--- src/sv/bsa_pkg.sv ---
package bsa_pkg;

  // Default sizing of the allocator.
  localparam int unsigned CAPACITY    = 1024;
  localparam int unsigned WORD_WIDTH  = 64;
  localparam int unsigned MAX_REQUEST = 64;

  // Fixed field widths of the ports.
  localparam int unsigned NUM_BITS_W = 11;
  localparam int unsigned REQ_W      = 7;
  localparam int unsigned IDX_W      = 10;
  localparam int unsigned STATUS_W   = 2;

  localparam logic [NUM_BITS_W-1:0] NUM_BITS_RESET = 11'd1024;

  // Operation codes of an input beat.
  localparam logic FUNC_ALLOC = 1'b0;
  localparam logic FUNC_FREE  = 1'b1;

  // Result status codes.
  localparam logic [STATUS_W-1:0] ST_ALLOCATED = 2'd0;
  localparam logic [STATUS_W-1:0] ST_NO_FREE   = 2'd1;
  localparam logic [STATUS_W-1:0] ST_FREED     = 2'd2;
  localparam logic [STATUS_W-1:0] ST_RANGE     = 2'd3;

  localparam logic [63:0] PC_M0 = 64'h5555555555555555;
  localparam logic [63:0] PC_M1 = 64'h3333333333333333;
  localparam logic [63:0] PC_M2 = 64'h0F0F0F0F0F0F0F0F;
  localparam logic [63:0] PC_M3 = 64'h00FF00FF00FF00FF;
  localparam logic [63:0] PC_M4 = 64'h0000FFFF0000FFFF;
  localparam logic [63:0] PC_M5 = 64'h00000000FFFFFFFF;

  // Population count of a 64-bit word by pairwise folding of bit fields.
  function automatic logic [6:0] popcount64(input logic [63:0] v);
    logic [63:0] x;
    x = ((v >> 1) & PC_M0) + (v & PC_M0);
    x = ((x >> 2) & PC_M1) + (x & PC_M1);
    x = ((x >> 4) & PC_M2) + (x & PC_M2);
    x = ((x >> 8) & PC_M3) + (x & PC_M3);
    x = ((x >> 16) & PC_M4) + (x & PC_M4);
    x = ((x >> 32) & PC_M5) + (x & PC_M5);
    return x[6:0];
  endfunction

endpackage

--- src/sv/bsa_map_ram.sv ---
// Occupancy word store: one write port, one read port with registered data.
module bsa_map_ram #(
  parameter int unsigned DEPTH  = 16,
  parameter int unsigned WIDTH  = 64,
  parameter int unsigned ADDR_W = 4
) (
  input  logic              clk_i,
  input  logic              we_i,
  input  logic [ADDR_W-1:0] waddr_i,
  input  logic [WIDTH-1:0]  wdata_i,
  input  logic [ADDR_W-1:0] raddr_i,
  output logic [WIDTH-1:0]  rdata_o
);

  logic [WIDTH-1:0] mem_q [DEPTH];
  logic [WIDTH-1:0] rdata_q;

  always_ff @(posedge clk_i) begin
    if (we_i) begin
      mem_q[waddr_i] <= wdata_i;
    end
  end

  always_ff @(posedge clk_i) begin
    rdata_q <= mem_q[raddr_i];
  end

  assign rdata_o = rdata_q;

endmodule

--- src/sv/bitmap_slot_allocator.sv ---
// Sequence: a free beat is classified, then steps word by word to the word holding its slot,
// clears that bit and answers; a bad request or an out-of-range free answers right after
// classification. An allocate beat first counts the free slots of every bitmap word and fails
// if too few are free, else it picks slots word by word and writes each word back.
// One beat at a time: input reopens with the last result or after the final pick write-back.
// Reset is asynchronous, active low, then a clearing pass zeroes one word per cycle.
module bitmap_slot_allocator #(
  parameter int unsigned CAPACITY    = bsa_pkg::CAPACITY,
  parameter int unsigned WORD_WIDTH  = bsa_pkg::WORD_WIDTH,
  parameter int unsigned MAX_REQUEST = bsa_pkg::MAX_REQUEST
) (
  input  logic                          clk_i,
  input  logic                          rst_ni,
  // Configuration write channel: the slot count in use.
  input  logic                          cfg_valid_i,
  output logic                          cfg_ready_o,
  input  logic [bsa_pkg::NUM_BITS_W-1:0] cfg_num_bits_i,
  // Request channel.
  input  logic                          in_valid_i,
  output logic                          in_ready_o,
  input  logic                          func_i,
  input  logic [bsa_pkg::REQ_W-1:0]     request_count_i,
  input  logic [bsa_pkg::IDX_W-1:0]     free_index_i,
  input  logic                          batch_last_i,
  // Result channel.
  output logic                          out_valid_o,
  input  logic                          out_ready_i,
  output logic [bsa_pkg::STATUS_W-1:0]  status_o,
  output logic [bsa_pkg::IDX_W-1:0]     slot_o,
  output logic                          last_o
);

  // Derived sizes. The bitmap is stored as NWORDS words of WORD_WIDTH bits.
  localparam int unsigned NWORDS  = (CAPACITY + WORD_WIDTH - 1) / WORD_WIDTH;
  localparam int unsigned WADDR_W = (NWORDS > 1) ? $clog2(NWORDS) : 1;
  localparam int unsigned BIT_W   = $clog2(WORD_WIDTH);
  localparam int unsigned BASE_W  = $clog2(NWORDS * WORD_WIDTH + 1);
  localparam int unsigned CMP_W   = (BASE_W > bsa_pkg::NUM_BITS_W) ? BASE_W
                                                                   : bsa_pkg::NUM_BITS_W;
  localparam int unsigned IDX_W   = bsa_pkg::IDX_W;
  localparam int unsigned REQ_W   = bsa_pkg::REQ_W;

  // Sequencer states.
  localparam logic [3:0] S_CLEAR = 4'd0;  // post-reset clearing pass
  localparam logic [3:0] S_IDLE  = 4'd1;  // waiting for a request beat
  localparam logic [3:0] S_START = 4'd2;  // classify the latched request
  localparam logic [3:0] S_EMIT  = 4'd3;  // send a single result beat
  localparam logic [3:0] S_FDIV  = 4'd4;  // locate the word holding a freed slot
  localparam logic [3:0] S_FWR   = 4'd5;  // clear the slot bit and write back
  localparam logic [3:0] S_CRD   = 4'd6;  // count pass: wait for read data
  localparam logic [3:0] S_CACC  = 4'd7;  // count pass: accumulate free bits
  localparam logic [3:0] S_CDEC  = 4'd8;  // compare free count with request
  localparam logic [3:0] S_PRD   = 4'd9;  // pick pass: wait for read data
  localparam logic [3:0] S_PLOAD = 4'd10; // pick pass: load word and free mask
  localparam logic [3:0] S_PICK  = 4'd11; // hand out one slot per cycle unless the output stalls
  localparam logic [3:0] S_PWB   = 4'd12; // write the updated word back

  // Lowest set bit of a word.
  function automatic logic [BIT_W-1:0] lowest_set(input logic [WORD_WIDTH-1:0] v);
    logic [BIT_W-1:0] k;
    k = '0;
    for (int i = WORD_WIDTH - 1; i >= 0; i--) begin
      if (v[i]) begin
        k = BIT_W'(i);
      end
    end
    return k;
  endfunction

  logic [3:0]                    state_q, state_d;
  logic [bsa_pkg::NUM_BITS_W-1:0] num_bits_q;
  logic [WADDR_W-1:0]            ptr_q, ptr_d;
  logic [BASE_W-1:0]             base_q, base_d;
  logic [BASE_W-1:0]             cnt_q, cnt_d;
  logic [REQ_W-1:0]              n_q, n_d;
  logic [IDX_W-1:0]              rem_q, rem_d;

  // Latched request fields and the pending single-beat status.
  logic                          func_q;
  logic [REQ_W-1:0]              req_q;
  logic [IDX_W-1:0]              idx_q;
  logic                          blast_q;
  logic [bsa_pkg::STATUS_W-1:0]  pend_st_q, pend_st_d;

  // Word being picked from: occupancy and still-available slots.
  logic [WORD_WIDTH-1:0]         cur_q, cur_d;
  logic [WORD_WIDTH-1:0]         avail_q, avail_d;

  // Result register.
  logic                          out_valid_q, out_valid_d;
  logic [bsa_pkg::STATUS_W-1:0]  status_q, status_d;
  logic [IDX_W-1:0]              slot_q, slot_d;
  logic                          last_q, last_d;

  // Bitmap store port.
  logic                          mem_we;
  logic [WADDR_W-1:0]            mem_waddr;
  logic [WORD_WIDTH-1:0]         mem_wdata;
  logic [WORD_WIDTH-1:0]         mem_rdata;

  logic                          in_fire;
  logic                          out_free;
  logic [CMP_W-1:0]              nb_eff;
  logic [CMP_W-1:0]              base_ext;
  logic [CMP_W-1:0]              span;
  logic [WORD_WIDTH-1:0]         valid_mask;
  logic [WORD_WIDTH-1:0]         taken;
  logic [6:0]                    taken_cnt;
  logic [6:0]                    free_cnt;
  logic [BIT_W-1:0]              pick_bit;
  logic                          last_word;

  bsa_map_ram #(
    .DEPTH (NWORDS),
    .WIDTH (WORD_WIDTH),
    .ADDR_W(WADDR_W)
  ) u_map (
    .clk_i  (clk_i),
    .we_i   (mem_we),
    .waddr_i(mem_waddr),
    .wdata_i(mem_wdata),
    .raddr_i(ptr_q),
    .rdata_o(mem_rdata)
  );

  assign cfg_ready_o = 1'b1;
  assign in_ready_o  = (state_q == S_IDLE);
  assign in_fire     = in_valid_i & in_ready_o;
  assign out_free    = ~out_valid_q | out_ready_i;
  assign last_word   = (ptr_q == WADDR_W'(NWORDS - 1));

  // A slot count above the capacity is clamped to the capacity.
  assign nb_eff = (CMP_W'(num_bits_q) > CMP_W'(CAPACITY)) ? CMP_W'(CAPACITY)
                                                          : CMP_W'(num_bits_q);

  // Slots of the current word that lie below the effective slot count. The
  // word starts at slot base_q; bits past the count are treated as taken.
  assign base_ext = CMP_W'(base_q);
  assign span     = nb_eff - base_ext;
  always_comb begin
    if (nb_eff <= base_ext) begin
      valid_mask = '0;
    end else if (span >= CMP_W'(WORD_WIDTH)) begin
      valid_mask = '1;
    end else begin
      valid_mask = ~({WORD_WIDTH{1'b1}} << span[BIT_W-1:0]);
    end
  end

  // The counting unit: free slots in the word just read.
  assign taken     = mem_rdata | ~valid_mask;
  assign taken_cnt = bsa_pkg::popcount64(64'(taken));
  assign free_cnt  = 7'(WORD_WIDTH) - taken_cnt;

  assign pick_bit = lowest_set(avail_q);

  always_comb begin
    state_d     = state_q;
    ptr_d       = ptr_q;
    base_d      = base_q;
    cnt_d       = cnt_q;
    n_d         = n_q;
    rem_d       = rem_q;
    pend_st_d   = pend_st_q;
    cur_d       = cur_q;
    avail_d     = avail_q;
    out_valid_d = out_valid_q & ~out_ready_i;
    status_d    = status_q;
    slot_d      = slot_q;
    last_d      = last_q;
    mem_we      = 1'b0;
    mem_waddr   = ptr_q;
    mem_wdata   = cur_q;

    case (state_q)
      S_CLEAR: begin
        mem_we    = 1'b1;
        mem_wdata = '0;
        if (last_word) begin
          ptr_d   = '0;
          state_d = S_IDLE;
        end else begin
          ptr_d = ptr_q + 1'b1;
        end
      end

      S_IDLE: begin
        if (in_fire) begin
          state_d = S_START;
        end
      end

      S_START: begin
        ptr_d  = '0;
        base_d = '0;
        cnt_d  = '0;
        n_d    = '0;
        rem_d  = idx_q;
        if (func_q == bsa_pkg::FUNC_FREE) begin
          if (CMP_W'(idx_q) >= nb_eff) begin
            pend_st_d = bsa_pkg::ST_RANGE;
            state_d   = S_EMIT;
          end else begin
            state_d = S_FDIV;
          end
        end else if (req_q == '0 || req_q > REQ_W'(MAX_REQUEST)) begin
          pend_st_d = bsa_pkg::ST_NO_FREE;
          state_d   = S_EMIT;
        end else begin
          state_d = S_CRD;
        end
      end

      S_EMIT: begin
        if (out_free) begin
          out_valid_d = 1'b1;
          status_d    = pend_st_q;
          if (pend_st_q == bsa_pkg::ST_NO_FREE) begin
            slot_d = '0;
            last_d = 1'b1;
          end else begin
            slot_d = idx_q;
            last_d = blast_q;
          end
          state_d = S_IDLE;
        end
      end

      // Repeated subtraction turns the slot index into word and bit.
      S_FDIV: begin
        if (rem_q >= IDX_W'(WORD_WIDTH)) begin
          rem_d = rem_q - IDX_W'(WORD_WIDTH);
          ptr_d = ptr_q + 1'b1;
        end else begin
          state_d = S_FWR;
        end
      end

      S_FWR: begin
        mem_we    = 1'b1;
        mem_wdata = mem_rdata & ~(WORD_WIDTH'(1) << rem_q[BIT_W-1:0]);
        pend_st_d = bsa_pkg::ST_FREED;
        state_d   = S_EMIT;
      end

      S_CRD: begin
        state_d = S_CACC;
      end

      S_CACC: begin
        cnt_d = cnt_q + BASE_W'(free_cnt);
        if (last_word) begin
          state_d = S_CDEC;
        end else begin
          ptr_d   = ptr_q + 1'b1;
          base_d  = base_q + BASE_W'(WORD_WIDTH);
          state_d = S_CRD;
        end
      end

      S_CDEC: begin
        ptr_d  = '0;
        base_d = '0;
        if (cnt_q < BASE_W'(req_q)) begin
          pend_st_d = bsa_pkg::ST_NO_FREE;
          state_d   = S_EMIT;
        end else begin
          state_d = S_PRD;
        end
      end

      S_PRD: begin
        state_d = S_PLOAD;
      end

      S_PLOAD: begin
        cur_d   = mem_rdata;
        avail_d = ~mem_rdata & valid_mask;
        state_d = S_PICK;
      end

      S_PICK: begin
        if (avail_q == '0) begin
          state_d = S_PWB;
        end else if (out_free) begin
          out_valid_d       = 1'b1;
          status_d          = bsa_pkg::ST_ALLOCATED;
          slot_d            = IDX_W'(base_q + BASE_W'(pick_bit));
          last_d            = (n_q + 1'b1 == req_q);
          cur_d[pick_bit]   = 1'b1;
          avail_d[pick_bit] = 1'b0;
          n_d               = n_q + 1'b1;
          if (n_q + 1'b1 == req_q) begin
            state_d = S_PWB;
          end
        end
      end

      S_PWB: begin
        mem_we = 1'b1;
        if (n_q == req_q) begin
          state_d = S_IDLE;
        end else begin
          ptr_d   = ptr_q + 1'b1;
          base_d  = base_q + BASE_W'(WORD_WIDTH);
          state_d = S_PRD;
        end
      end

      default: begin
        state_d = S_IDLE;
      end
    endcase
  end

  always_ff @(posedge clk_i or negedge rst_ni) begin
    if (!rst_ni) begin
      state_q     <= S_CLEAR;
      num_bits_q  <= bsa_pkg::NUM_BITS_RESET;
      ptr_q       <= '0;
      base_q      <= '0;
      cnt_q       <= '0;
      n_q         <= '0;
      pend_st_q   <= bsa_pkg::ST_NO_FREE;
      out_valid_q <= 1'b0;
    end else begin
      state_q     <= state_d;
      ptr_q       <= ptr_d;
      base_q      <= base_d;
      cnt_q       <= cnt_d;
      n_q         <= n_d;
      pend_st_q   <= pend_st_d;
      out_valid_q <= out_valid_d;
      if (cfg_valid_i) begin
        num_bits_q <= cfg_num_bits_i;
      end
    end
  end

  // Payload registers carry no reset.
  always_ff @(posedge clk_i) begin
    rem_q    <= rem_d;
    cur_q    <= cur_d;
    avail_q  <= avail_d;
    status_q <= status_d;
    slot_q   <= slot_d;
    last_q   <= last_d;
    if (in_fire) begin
      func_q  <= func_i;
      req_q   <= request_count_i;
      idx_q   <= free_index_i;
      blast_q <= batch_last_i;
    end
  end

  assign out_valid_o = out_valid_q;
  assign status_o    = status_q;
  assign slot_o      = slot_q;
  assign last_o      = last_q;

endmodule
--- config.mk ---
export PLATFORM = sky130hd
export DESIGN_NAME = bitmap_slot_allocator
export DESIGN_NICKNAME = d
export VERILOG_FILES = /design/src/sv/bsa_pkg.sv /design/src/sv/bsa_map_ram.sv /design/src/sv/bitmap_slot_allocator.sv
export SDC_FILE = /design/constraint.sdc
export NUM_CORES = 2
export LEC_CHECK = 0
export BUFFER_PORTS_ARGS = -buffer_cell sky130_fd_sc_hd__buf_2
export CAP_MARGIN = 30
export CORE_UTILIZATION = 63
export CTS_CLUSTER_DIAMETER = 50
export DETAILED_ROUTE_END_ITERATION = 12
export PLACE_DENSITY = 0.79
export SETUP_SLACK_MARGIN = 0.1
export SYNTH_ARGS = -nofsm -noshare
export SYNTH_HDL_FRONTEND = slang
export SYNTH_SLANG_ARGS = --single-unit
--- constraint.sdc ---
create_clock -name clk_i -period 9.7 [get_ports clk_i]
set_clock_uncertainty 0.15 [all_clocks]
set_input_delay 0.97 -clock clk_i [delete_from_list [all_inputs] [get_ports clk_i]]
set_output_delay 0.97 -clock clk_i [all_outputs]
set_load 0.02 [all_outputs]
Yosys cells after proc, flatten, opt, wreduce, memory -nomap -nowiden
Memories as Yosys holds them, arrays and structs flattened. A register that Yosys moved wholly into a read port is not among the register bits.
Index checks and enable logic that the tools add are counted.
{"block": "op_classes", "addsub": 14, "multipliers": 0, "div": 0, "order_cmp": 9, "eq_ne": 30, "shift": 2, "mux": 129, "bitwise_logic": 15, "reduce_logical": 23}
{"op": "6-bit 2-to-1 mux", "n": 64}
{"op": "64-bit 2-to-1 mux", "n": 6}
{"op": "64-bit case mux with 2 select lines", "n": 3}
{"op": "64-bit NOT", "n": 5}
{"op": "64-bit bitwise AND", "n": 3}
{"op": "64-bit OR", "n": 2}
{"op": "63-bit by 63-bit adder with 64-bit output", "n": 1}
{"op": "64-bit zero test", "n": 1}
{"op": "1-bit by 6-bit left shift with 64-bit output, first input constant", "n": 1}
{"op": "64-bit by 6-bit left shift with 64-bit output, first input constant", "n": 1}
{"op": "62-bit by 62-bit adder with 63-bit output", "n": 1}
{"op": "59-bit by 60-bit adder with 61-bit output", "n": 1}
{"op": "4-bit 2-to-1 mux", "n": 15}
{"op": "53-bit by 55-bit adder with 55-bit output", "n": 1}
{"op": "4-bit case mux with 13 select lines", "n": 1}
{"op": "10-bit 2-to-1 mux", "n": 5}
{"op": "10-bit case mux with 2 select lines", "n": 2}
{"op": "39-bit adder", "n": 1}
{"op": "11-bit 2-to-1 mux", "n": 3}
{"op": "11-bit case mux with 3 select lines", "n": 1}
{"op": "4-bit equality test, second input constant", "n": 6}
{"op": "11-bit case mux with 2 select lines", "n": 1}
{"op": "4-bit case mux with 5 select lines", "n": 1}
{"op": "2-bit inequality test, second input constant", "n": 9}
{"op": "50 further kinds", "n": 87}
{"block": "word_totals", "ff_bits": 221, "latchBits": 0, "mem_bits_rw": 1024, "romBits": 0, "in_bits": 35, "output_inout_bits": 16, "mem_count": 1}
{"name": "u_map.mem_q", "depth": 16, "width": 64, "read_ports": 1, "rd_ports_with_merged_regs": 1, "wr": 1, "line_no": "bsa_map_ram.sv:15", "source": "logic [WIDTH-1:0] mem_q [DEPTH];"}

Logic depth before layout (Yosys ltp)
{"block": "depth", "word_depth": 73, "depth_mapped": 36, "depth_no_buf": 33}

Modules after synthesis
From an unflattened synthesis, not the netlist that was laid out.
{"block": "unflattened", "cells_unflattened": 3488, "hier_area_um2": 56892.1}
{"mod": "bsa_map_ram", "n_inst": 1, "cells_per_inst": 1647, "area_per_inst_um2": 39581.7, "seq_area_each_um2": 32030.7}
{"mod": "bitmap_slot_allocator", "n_inst": 1, "cells_per_inst": 1841, "area_per_inst_um2": 17310.4, "seq_area_each_um2": 6233.5}

Worst setup path before layout
Ideal clock, no wire load.
{"block": "synth_path", "path_type": "register -> register", "startpoint": "reg num_bits_q[10] (netlist name)", "endpoint": "reg cnt_q[9]", "setup_time_ns": 0.132, "t_arrival_ns": 7.975, "t_required_ns": 9.418, "setup_slack_ns": 1.443, "path_stages_with_launch": 34, "period_less_slack_ns": 8.257, "path_cell_list": "dfstp_2 -> clkbuf_1 -> inv_1 -> nand2_1 -> inv_1 -> ha_1 -> clkbuf_1 -> xor2_1 -> o41ai_1 -> o211ai_2 -> nor2_1 -> nand2_1 -> o21ai_0 -> or2_2 -> ha_1 -> ha_1 -> fa_1 -> fa_1 -> fa_1 -> ha_1 -> a21o_1 -> a21oi_1 -> xnor2_1 -> ha_1 -> ha_1 -> a21oi_1 -> o21bai_1 -> a21oi_1 -> xor2_1 -> ha_1 -> nor3_1 -> a2111oi_0 -> xnor2_1 -> o21ai_0"}
{"block": "synth_via", "elab_chain_len": 18}
{"element": "from (decl)", "line_no": "bitmap_slot_allocator.sv:71", "source": "logic [bsa_pkg::NUM_BITS_W-1:0] num_bits_q;"}
{"element": "from (signal assigned)", "line_no": "bitmap_slot_allocator.sv:319", "source": "num_bits_q <= bsa_pkg::NUM_BITS_RESET;"}
{"element": "from (signal assigned)", "line_no": "bitmap_slot_allocator.sv:335", "source": "num_bits_q <= cfg_num_bits_i;"}
{"element": "11-bit greater-than comparator", "line_no": "bitmap_slot_allocator.sv:133", "source": "assign nb_eff = (CMP_W'(num_bits_q) > CMP_W'(CAPACITY)) ? CMP_W'(CAPACITY)"}
{"element": "11-bit 2-to-1 mux *", "line_no": "bitmap_slot_allocator.sv:133"}
{"element": "11-bit subtractor", "line_no": "bitmap_slot_allocator.sv:139", "source": "assign span = nb_eff - base_ext;"}
{"element": "64-bit by 6-bit left shift with 64-bit output", "line_no": "bitmap_slot_allocator.sv:146", "source": "valid_mask = ~({WORD_WIDTH{1'b1}} << span[BIT_W-1:0]);"}
{"element": "64-bit NOT", "line_no": "bitmap_slot_allocator.sv:146"}
{"element": "64-bit 2-to-1 mux", "line_no": "bitmap_slot_allocator.sv:143", "source": "end else if (span >= CMP_W'(WORD_WIDTH)) begin"}
{"element": "64-bit 2-to-1 mux *", "line_no": "bitmap_slot_allocator.sv:141", "source": "if (nb_eff <= base_ext) begin"}
{"element": "64-bit NOT *", "line_no": "bitmap_slot_allocator.sv:151", "source": "assign taken = mem_rdata | ~valid_mask;"}
{"element": "[2 not listed]"}
{"element": "62-bit by 62-bit adder with 63-bit output *", "line_no": "bsa_pkg.sv:37", "source": "x = ((x >> 2) & PC_M1) + (x & PC_M1);"}
{"element": "59-bit by 60-bit adder with 61-bit output *", "line_no": "bsa_pkg.sv:38", "source": "x = ((x >> 4) & PC_M2) + (x & PC_M2);"}
{"element": "53-bit by 55-bit adder with 55-bit output *", "line_no": "bsa_pkg.sv:39", "source": "x = ((x >> 8) & PC_M3) + (x & PC_M3);"}
{"element": "39-bit adder *", "line_no": "bsa_pkg.sv:40", "source": "x = ((x >> 16) & PC_M4) + (x & PC_M4);"}
{"element": "7-bit adder *", "line_no": "bsa_pkg.sv:41", "source": "x = ((x >> 32) & PC_M5) + (x & PC_M5);"}
{"element": "7-bit subtractor *", "line_no": "bitmap_slot_allocator.sv:153", "source": "assign free_cnt = 7'(WORD_WIDTH) - taken_cnt;"}
{"element": "11-bit by 7-bit adder with 11-bit output *", "line_no": "bitmap_slot_allocator.sv:251", "source": "cnt_d = cnt_q + BASE_W'(free_cnt);"}
{"element": "11-bit case mux with 2 select lines *", "line_no": "bitmap_slot_allocator.sv:175", "source": "case (state_q)"}
{"element": "to (signal assigned)", "line_no": "bitmap_slot_allocator.sv:330", "source": "cnt_q <= cnt_d;"}
{"element": "to (decl)", "line_no": "bitmap_slot_allocator.sv:74", "source": "logic [BASE_W-1:0] cnt_q, cnt_d;"}
Every way passes the cells marked *; elsewhere a longest branch is shown, timed or not.
A chain may end at the register's enable or synchronous reset.

Worst setup path in the final report
Ends and elaborated chain as after synthesis.

==> impl_metrics.env <==
export IMPL_coreArea_sq_mm=0.0899
export IMPL_crit_required_ns=10.14
export IMPL_ys_seq_area_share_pct=66.9
export IMPL_async_flop_share_pct=3.45
export IMPL_path_common_cell="ha_1"
export IMPL_die_area_sq_mm=0.0919
export IMPL_start_util_pct=63.6
export IMPL_synth_cell_area_sq_mm=0.0572
export IMPL_period_needed_ns=9.05
export IMPL_synth_top_area_share_pct=62.7
export IMPL_cp_data_arrival_time_ns=9.49
export IMPL_grt_max_degree=152
export IMPL_report_final_slew_viol_count=0
export IMPL_setup_tns_ns=0
export IMPL_post_cts_buffers=0
export IMPL_path_max_fanout=14
export IMPL_critPathKind="reg2reg"
export IMPL_synth_seq_cells=1303
export IMPL_wire_per_inst_um=37.5
export IMPL_grt_pass1_wl_um=256000
export IMPL_synth_warnings=0
export IMPL_die_h_um=303
export IMPL_clockBufferDepth=3
export IMPL_critical_path_startpoint_type="flip-flop"
export IMPL_synth_most_common_cell="edfxtp_1"
export IMPL_final_area_sq_mm=0.0642
export IMPL_finalWirelength_um=182000
export IMPL_grt_ovfl_total=0
export IMPL_place_area_sq_mm=0.0595
export IMPL_port_buffers=49
export IMPL_fp_dieW_um=303
export IMPL_cp_slowest_cell="fa_1"
export IMPL_cts_tree="yes"
export IMPL_grt_pass1_vias=35727
export IMPL_antenna_found_initial=2
export IMPL_via_per_inst=7.36
export IMPL_cts_buffers=139
export IMPL_area_growth_pct=12.4
export IMPL_drive_gt1_share_pct=21.6
export IMPL_clock_latency_ns=0.79
export IMPL_relSlewSlack_pct=27.8
export IMPL_yosysTopAreaCell="edfxtp_1"
export IMPL_first_iter_violations=5657
export IMPL_tightestPinTransition_ns=1.08
export IMPL_yosys_top_cells_count="edfxtp_1 (1194), mux4_2 (320), nand2_1 (225)"
export IMPL_hold_buffers=0
export IMPL_dp_final_hpwl_um=107000
export IMPL_synth_cell_types=83
export IMPL_critPathCaptureType="flip-flop"
export IMPL_synthCells=3389
export IMPL_setup_violations=0
export IMPL_drt_pass1_iterations=7
export IMPL_rsz0062_at_grt="no"
export IMPL_synthTopCellsByArea="edfxtp_1 (63%), mux4_2 (13%), ha_1 (3.2%), dfxtp_1 (2.2%), dfrtp_1 (1.9%)"
export IMPL_drtAntennaViolNets=0
export IMPL_avgSynthCellArea_sq_um=16.9
export IMPL_track_usage_pct=40.2
export IMPL_ys_flop_type="edfxtp_1"
export IMPL_holdCritPathClass="in2async"
export IMPL_vias=35648
export IMPL_fin_crit_sh_pct=93.3
export IMPL_clkTransAtPathRegs_ns=0.06
export IMPL_root_buffer="clkbuf_16"
export IMPL_ios=51
export IMPL_rows=110
export IMPL_status="finished, final reports clean"
export IMPL_clock_sinks=1303
export IMPL_gp_congestion=1.04
export IMPL_cpPeakStageDelay_ns=0.69
export IMPL_hold_viol=0
export IMPL_cts_max_level=4
export IMPL_nNetsFinal=3765
export IMPL_drcViolationCount=0
export IMPL_synth_edf_count=1194
export IMPL_max_freq_ghz=0.111
export IMPL_maxCapViolations=0
## kinds of logic (layout without fill, tap and decap cells)
kind of cell               after synthesis  after routing  share of synthesized area, %
AOI/OAI and AO/OA                      569            569                          6.95
adders and majority gates              180            180                          4.36
DFF                                   1303           1303                          66.9
other                                    2              7                        0.0131
xor gates and xnor gates                57             57                         0.873
muxes                                  369            369                          13.5
and+or+nand+nor                        681            681                          5.83
buffers and inverters                  228            503                          1.54
## worst max-delay path: cells and delay by family, from the launching register on
| kind | cells | cell delay, ns |
|---|---|---|
| AOI/OAI and AO/OA | 12 | 2.89 |
| xor gates and xnor gates | 3 | 0.47 |
| adders and majority gates | 10 | 3.76 |
| buffers and inverters | 4 | 0.70 |
| DFF | 1 | 0.67 |
| and+or+nand+nor | 2 | 0.22 |
## metal layers
metal  routed length, um  global-route usage, %  up-vias
met4               10700                   21.9        4
li1                    -                      -    14012
met3               20800                   8.94      596
met5                  15                      0        -
met1               64400                   53.2    17971
met2               86000                   62.9     3065
## worst paths after layout
path | startpoint | endpoint | slack [ns] | cells past startpoint
worst max register to register | num_bits_q[10] | cnt_q[9] | 0.65 | 31
max in group asynchronous | rst_ni | mem_waddr[1] | 8.74 | 2
worst min register to register | cnt_q[10] | cnt_q[10] | 0.33 | 1
worst min-delay path | rst_ni | num_bits_q[9] | 0.17 | 2
min in group clk_i | free_index_i[5] | idx_q[5] | 0.22 | 1
worst max-delay path | num_bits_q[10] | cnt_q[9] | 0.65 | 31
## state kept, by name, summed over array words and instances (netlist names), 11 cells and up
name and count:
avail_q 64, num_bits_q 11, cnt_q 11, u_map.rdata_o 64
cur_q 64, u_map.mem_q 1024
## layout by cell type, fill, tap and decap left out, types with 13 or more instances in the layout
cell,Yosys,final
edfxtp_1,1194,1194
mux4_2,320,320
nand2_1,225,225
nor2_1,174,161
ha_1,148,148
clkbuf_16,0,142
buf_4,2,117
o21ai_0,114,114
a21oi_1,95,95
a32o_1,65,65
dfxtp_1,64,64
inv_1,63,62
buf_2,12,50
a21o_1,44,44
dfrtp_1,43,40
nand3_1,39,37
clkbuf_1,121,37
mux2i_1,36,36
fa_1,32,32
nor2b_1,31,31
nand2b_1,31,31
nor3_1,38,31
xor2_1,30,30
a22oi_1,30,30
and2_1,29,29
xnor2_1,27,27
a31oi_1,26,26
o22ai_1,21,21
clkinv_2,0,20
or3_1,19,19
o31ai_1,19,19
nor4_1,17,17
o211ai_1,17,17
nor2_4,0,13
o21bai_1,13,13
mux2_2,13,13
## cell type report
cell class | instances | area, sq um
tap | 1176 | 1470
fill | 5293 | 25600
antenna | 3 | 7.51
clock inverter | 68 | 822
clock buffer | 189 | 3830
sequential | 1303 | 38300
inverter | 66 | 250
multi-input combinational | 1860 | 18200
timing repair buffer | 180 | 1400
## per-stage QoR
step	setup WS (ns)	utilization (%)	cells	hold slack [ns]
after CTS	0.587	71.3	4837	0.162
final	0.650	71.5	4845	0.168
after detailed placement	0.655	66.2	4580	0.327
after floorplan	1.44	-	3391	0.296
after global placement	0.799	66.0	4572	0.313
after global routing	0.176	71.5	4842	0.213
## what timing repair did
item                                    4_1_cts  5_1_grt
endpoints found under the hold margin         0        0
endpoints found under the setup margin        0        4
resized for setup                             0        2
Power is left out: the tool's default activity adds up to more than one toggle a clock period on the data nets, which glitch-free logic cannot reach.
